[src/sv/aging_linear_probe_hash_table_assert.svh]
// Assertion macros for the aging linear probe hash table.
// Expects clock aclk and synchronous active-low reset aresetn in the including scope.
`ifndef AGING_LINEAR_PROBE_HASH_TABLE_ASSERT_SVH
`define AGING_LINEAR_PROBE_HASH_TABLE_ASSERT_SVH

// The condition holds at every clock edge outside reset.
`define ALPHT_ASSERT_ALWAYS(lbl, cond) \
    lbl: assert property (@(posedge aclk) disable iff (!aresetn) (cond)) \
        else $error("invariant violated");

// When the trigger holds, the consequence holds in the next cycle.
`define ALPHT_ASSERT_NEXT(lbl, trig, cons) \
    lbl: assert property (@(posedge aclk) disable iff (!aresetn) (trig) |=> (cons)) \
        else $error("sequence violated");

`endif

[src/sv/alpht_pkg.sv]
// Shared types and constants of the aging linear probe hash table.
// No dependencies.
package alpht_pkg;

    typedef enum logic [1:0] {
        CMD_LOOKUP = 2'd0,
        CMD_TICK   = 2'd1,
        CMD_FORGET = 2'd2,
        CMD_CLEAR  = 2'd3
    } cmd_t;

    typedef enum logic [2:0] {
        STAT_HIT       = 3'd0,
        STAT_INSERTED  = 3'd1,
        STAT_NULL      = 3'd2,
        STAT_REMOVED   = 3'd3,
        STAT_NOT_FOUND = 3'd4,
        STAT_DONE      = 3'd5
    } status_t;

    typedef enum logic [3:0] {
        ST_IDLE,
        ST_HASH,
        ST_PROBE_RD,
        ST_PROBE_CHK,
        ST_SCAN,
        ST_CLEAR,
        ST_RE_RD,
        ST_RE_LATCH,
        ST_AFTER_SWEEP,
        ST_FINISH
    } fsm_state_t;

    typedef enum logic [2:0] {
        OP_INIT,
        OP_LOOKUP,
        OP_ROOM1,
        OP_ROOM2,
        OP_TICK,
        OP_FORGET,
        OP_CLEARALL
    } op_t;

    typedef struct packed {
        logic [1:0]  cmd;
        logic [63:0] key;
    } in_item_t;

    typedef struct packed {
        logic [2:0]  status;
        logic [9:0]  slot_index;
        logic [10:0] entry_count;
        logic        was_cleared;
    } out_item_t;

    localparam logic [1:0] CFG_IDLE_FRAMES = 2'd0;
    localparam logic [1:0] CFG_LOAD_LIMIT  = 2'd1;
    localparam logic [1:0] CFG_PERIOD_LOG2 = 2'd2;

    localparam logic [15:0] IDLE_FRAMES_RST = 16'd90;
    localparam logic [9:0]  LOAD_LIMIT_RST  = 10'(1024 * 7 / 10);
    localparam logic [4:0]  PERIOD_LOG2_RST = 5'd6;

    localparam logic [31:0] FNV_BASIS = 32'd2166136261;
    localparam logic [31:0] FNV_PRIME = 32'd16777619;

endpackage

[src/sv/alpht_hash.sv]
// Iterative FNV-1a hash, one key byte per cycle, least significant byte first.
// Depends on alpht_pkg.
module alpht_hash #(
    parameter int KEY_BITS = 64
) (
    input  logic                aclk,
    input  logic                aresetn,
    input  logic                start,
    input  logic [KEY_BITS-1:0] key_in,
    output logic                done,
    output logic [31:0]         hash
);

    localparam int KEY_BYTES = (KEY_BITS + 7) / 8;
    localparam int CNT_W = $clog2(KEY_BYTES) + 1;

    logic                   busy_reg;
    logic                   done_reg;
    logic [CNT_W-1:0]       cnt_reg;
    logic [31:0]            h_reg;
    logic [KEY_BYTES*8-1:0] key_reg;
    logic [31:0]            mix;
    logic [31:0]            h_next;

    assign mix    = h_reg ^ {24'd0, key_reg[7:0]};
    assign h_next = mix * alpht_pkg::FNV_PRIME;

    always_ff @(posedge aclk) begin
        if (!aresetn) begin
            busy_reg <= 1'b0;
            done_reg <= 1'b0;
        end else begin
            done_reg <= 1'b0;
            if (start) begin
                busy_reg <= 1'b1;
            end else if (busy_reg && cnt_reg == CNT_W'(1)) begin
                busy_reg <= 1'b0;
                done_reg <= 1'b1;
            end
        end
    end

    always_ff @(posedge aclk) begin
        if (start) begin
            cnt_reg <= CNT_W'(KEY_BYTES);
            h_reg   <= alpht_pkg::FNV_BASIS;
            key_reg <= (KEY_BYTES*8)'(key_in);
        end else if (busy_reg) begin
            cnt_reg <= cnt_reg - CNT_W'(1);
            h_reg   <= h_next;
            key_reg <= key_reg >> 8;
        end
    end

    assign done = done_reg;
    assign hash = h_reg;

endmodule

[config.mk]
export PLATFORM = sky130hd
export DESIGN_NAME = alpht_hash
export DESIGN_NICKNAME = d
export VERILOG_FILES = /design/src/sv/aging_linear_probe_hash_table_assert.svh /design/src/sv/alpht_pkg.sv /design/src/sv/alpht_hash.sv
export SDC_FILE = /design/constraint.sdc
export NUM_CORES = 1
export LEC_CHECK = 0
export BUFFER_PORTS_ARGS = -buffer_cell sky130_fd_sc_hd__clkbuf_2
export CAP_MARGIN = 20
export CORE_ASPECT_RATIO = 1.1
export CORE_MARGIN = 2
export CORE_UTILIZATION = 50
export CTS_BUF_LIST = sky130_fd_sc_hd__clkbuf_8 sky130_fd_sc_hd__clkbuf_16
export DETAILED_ROUTE_END_ITERATION = 10
export PLACE_DENSITY = 0.75
export SLEW_MARGIN = 20
export SYNTH_ARGS = -nofsm -noshare
export SYNTH_HDL_FRONTEND = slang
export SYNTH_SLANG_ARGS = --single-unit
[constraint.sdc]
create_clock -name aclk -period 4.8 [get_ports aclk]
set_input_delay 0.96 -clock aclk [delete_from_list [all_inputs] [get_ports aclk]]
set_output_delay 0.96 -clock aclk [all_outputs]
set_load 0.1 [all_outputs]
# Yosys cells after proc, flatten, opt, wreduce, memory -nomap -nowiden
# Index checks and enable logic that the tools add are counted.
# W data, S select, Z words.
# classes
add_sub_neg	1
n_reduce_logical	4
n_eq_ne	1
mul	1
n_bitwise	2
muxes	5
# op_table
op	n
$mux W64	2
$mul A32 B25 Y32 const B	1
$xor A32 B8 Y32	1
$eq A4 B1 Y1 const B	1
$reduce_bool A2 Y1	2
$sub A4 B1 Y4 const B	1
$mux W1	3
$reduce_or A2 Y1	1
$logic_and A1 B1 Y1	1
$not A1 Y1	1
# word_totals
word_cells	19
register_bits	102
input_bits	67
out_inout_bits	33

# Depth between registers and ports, before layout
# depth
depth_word	4
ltp_mapped	21
mapped_depth_nobuf	21

# Worst setup path before layout
# OpenSTA, ideal clock, no wires.
# synth_timing
kind	register to register
startpoint	register h_reg[7] (netlist: hash[7])
endpoint	register h_reg[24] (netlist: hash[24])
period_less_slack_ns	5.765
required_time_ns	4.713
path_buffers	0
setup_slack_ns	-0.965
path_stages_with_launch	20
arrival_time_ns	5.678
setup_time_ns	0.087
path_cell_list	dfxtp_1 > xnor2_1 > inv_1 > ha_1 > ha_1 > fa_1 > ha_1 > fa_1 > ha_1 > inv_1 > fa_1 > inv_1 > ha_1 > a21o_1 > a221oi_1 > nor2b_1 > o21ai_0 > a21oi_1 > mux2_2 > o31ai_1
# synth_via
elab_chain_cells	2
# synth_rtl
element	line_no	text
start: declaration	alpht_hash.sv:20	logic [31:0] h_reg;
start signal: assignment	alpht_hash.sv:46	h_reg <= alpht_pkg::FNV_BASIS;
start signal: assignment	alpht_hash.sv:50	h_reg <= h_next;
$xor A32 B8 Y32	alpht_hash.sv:25	assign mix = h_reg ^ {24'd0, key_reg[7:0]};
$mul A32 B25 Y32	alpht_hash.sv:26	assign h_next = mix * alpht_pkg::FNV_PRIME;
# Every way passes these cells.
# A chain may end at the register's enable or synchronous reset.

# Worst setup path in the final report
# layout_timing
startpoint	register key_reg[6]
endpoint	register h_reg[20] (netlist: hash[20])
# layout_via
elab_chain_cells	2
# layout_rtl
element	line_no	text
start: declaration	alpht_hash.sv:21	logic [KEY_BYTES*8-1:0] key_reg;
start signal: assignment	alpht_hash.sv:47	key_reg <= (KEY_BYTES*8)'(key_in);
start signal: assignment	alpht_hash.sv:51	key_reg <= key_reg >> 8;
$xor A32 B8 Y32	alpht_hash.sv:25	
$mul A32 B25 Y32	alpht_hash.sv:26	
# Every way passes these cells.

==> run metrics <==
status=finished, violations left; violated checks=negative setup slack; commonest cells after routing, fill and taps aside=167 x inv_1, 145 x ha_1, 104 x buf_4, 98 x clkbuf_2, 71 x fa_1; WS Path Type=reg2reg; # IOs=100; vias in the first global route=approximately 7500; DR pass1 iterations=4; Core ar.=~19000 sq um; EDFF count, synth=64; Final Util=between 60% and 70%; crit path launch type=register; Die Y=between 150 and 200 um; Initial DRC Count=360; cts hold-fix bufs=0; Syn Area/Cell=10.77 sq um; hold_ws=514.3 ps; total CTS buffers=9; first-pass GRT wire length=~36000 um; Worst EP arrival=~5400 ps; post-DP HPWL=roughly 18000 um; Synth area leader=ha_1; CP Data Required Time=just over 5000 ps; maximum root-to-sink buffer count=2; final slew viol count=0; final setup margin=-291.2 ps; Rows=53; clk_skew=between 9 and 10 ps; critical-path cell list=xor2_4 > buf_6 > buf_6 > ha_1 > ha_2 > ha_4 > fa_1 > ha_1 > inv_1 > fa_1 > inv_2 > ha_4 > a21oi_1 > a21oi_4 > a2111oi_4 > o31ai_1 > a21oi_1 > xnor2_1 > a211o_1; Levels on crit path=19; WL final=roughly 23000 um; number of flip-flops in the largest register=64; Post-Syn Area=~9700 sq um; CP top delay family=adder cells; commonest non-fill, non-tap cell in the layout=inv_1; Post-Syn Instances=just over 900; post-synth top area share=a little under a quarter; Final Critical Period=between 5000 and 6000 ps; H-tree depth=3; Syn-to-layout area delta=27.56%; initial core utilization=approximately half; Hold Path Cell Cnt=2; Yosys reg bits=102; Filler Cells Inserted=1445; Slew @ Worst Pin=964.6 ps; CP max stage cell=a21oi_1; slowest stage delay, CP=roughly 530 ps; CTS tree=built; die area=20630 sq um; crit share post-route=106.1%; gpl congestion=between 0.9 and 1; sequential area share after synthesis=27.53%; CP bufs+invs=4; Async SR Flop Fraction=0%; Top FF cell, synth=edfxtp_1; CP Capture Type=register; die width=137.1 um; Reg clk slew, reported paths=roughly 80 ps; layout cell share with drive strength beyond 1=approximately 37%; total number of vias=7175; vias per cell=about 5.3; max_cap viols=0; Crit Path Max Fanout=5; CTS sink cnt=slightly above 100; ANT nets after route=0; Max Clk Rate=roughly 200 MHz; RSZ-0062 raised after global routing=yes; Tot GR Track Use=between 20% and 30%; IO buf count=approximately 100; number of diodes=0; Place WS=-378.8 ps; largest net degree at the start of global routing=slightly above 70; Clock Latency Late Sink=~370 ps; Root Buffer=clkbuf_16; Min-Delay Path Class=reg2reg; DR DRC count=0; initial antenna violation count=0; Synthesized Nets=between 1000 and 1500; final setup TNS=-3618 ps; Synth cell types=between 50 and 60; Final nets=approximately 1400; Hold Vio Cnt, Final=0; Rel. slew slack=a little over a third; GRT overflow=0; worst reg2reg path depth=19; DR WL/cell=around 17 um; Final setup viols=18; top cells by area, synth=ha_1 24%, edfxtp_1 20%, fa_1 15%; Yosys warning count=0
## per-stage QoR
stage,cells,area [sq um]
after detailed placement,1328,11620
after floorplan,905,10160
after global routing,1358,12430
after global placement,1328,11620
final,1358,12430
after CTS,1351,12200
## final timing paths
path	startpoint	to	slack [ps]
worst max-delay path	key_reg[6]	hash[20]	-290
worst min-delay path	hash[17]	hash[17]	510
worst max register to register	key_reg[6]	hash[20]	-290
worst min register to register	hash[17]	hash[17]	510
## cell usage after synthesis (3+ instances only)
master	n
inv_1	183
or2_2	3
nand4_1	9
clkbuf_1	12
and2_1	11
o31ai_1	5
or4_1	3
xnor2_1	32
nand2b_1	4
a211oi_1	6
xor2_1	18
nor2b_1	7
a211o_1	6
o21ai_1	8
a21oi_1	33
mux2i_1	8
ha_1	184
nand3_1	11
o21bai_1	8
edfxtp_1	64
nor2_1	30
fa_1	74
mux2_2	57
nand2_1	21
dfxtp_1	38
buf_1	6
and3_1	4
o211ai_1	3
a21o_1	7
a31oi_1	3
nor3_1	3
o21ai_0	18
## cell type report
cell class / instances / area [sq um] / area share, %
Multi-Input combinational cell: 600 / 6990 / 56.23
Sequential cell: 102 / 2773 / 22.30
Timing Repair Buffer: 209 / 1350 / 10.86
Inverter: 184 / 690.7 / 5.556
Tap cell: 247 / 309.0 / 2.486
Clock buffer: 9 / 225.2 / 1.812
Clock inverter: 7 / 93.84 / 0.7548
## worst reg2reg max path, stage by stage (launching register included)
cell       delay (ps)
edfxtp_1          480
xor2_4            310
buf_6             150
buf_6              90
ha_1              220
ha_2              200
ha_4              160
fa_1              440
ha_1              290
inv_1              50
fa_1              500
inv_2              60
ha_4              240
a21oi_1           530
a21oi_4           160
a2111oi_4         490
o31ai_1           130
a21oi_1           170
xnor2_1            90
a211o_1           240
## layer usage
layer	global-route usage, %	vias to the layer above	wire, um
li1	-	3465	-
met1	27.20	3483	9262
met2	40.67	172	12210
met3	4.209	55	1059
met4	9.845	0	850
met5	0	-	0
## kinds of logic (layout without fill, tap and decap cells)
logic type | after synthesis | count (layout) | synth area share (%)
AOI/OAI and AO/OA | 116 | 116 | 8.153
xor gates and xnor gates | 50 | 50 | 4.494
adders and majority gates | 258 | 258 | 38.82
buffers and inverters | 203 | 409 | 7.831
DFF | 102 | 102 | 27.53
muxes | 65 | 65 | 7.408
and+or+nand+nor | 111 | 111 | 5.764
## timing repair
action / CTS / global route
setup buffers: 7 / 8
resized for setup: 44 / 39
pin swaps: 49 / 27
cloned: 0 / 0
endpoints found under the setup margin: 17 / 20
Power is not shown: default switching activity piles up to over one toggle a cycle in this logic, so the estimate is an artifact.
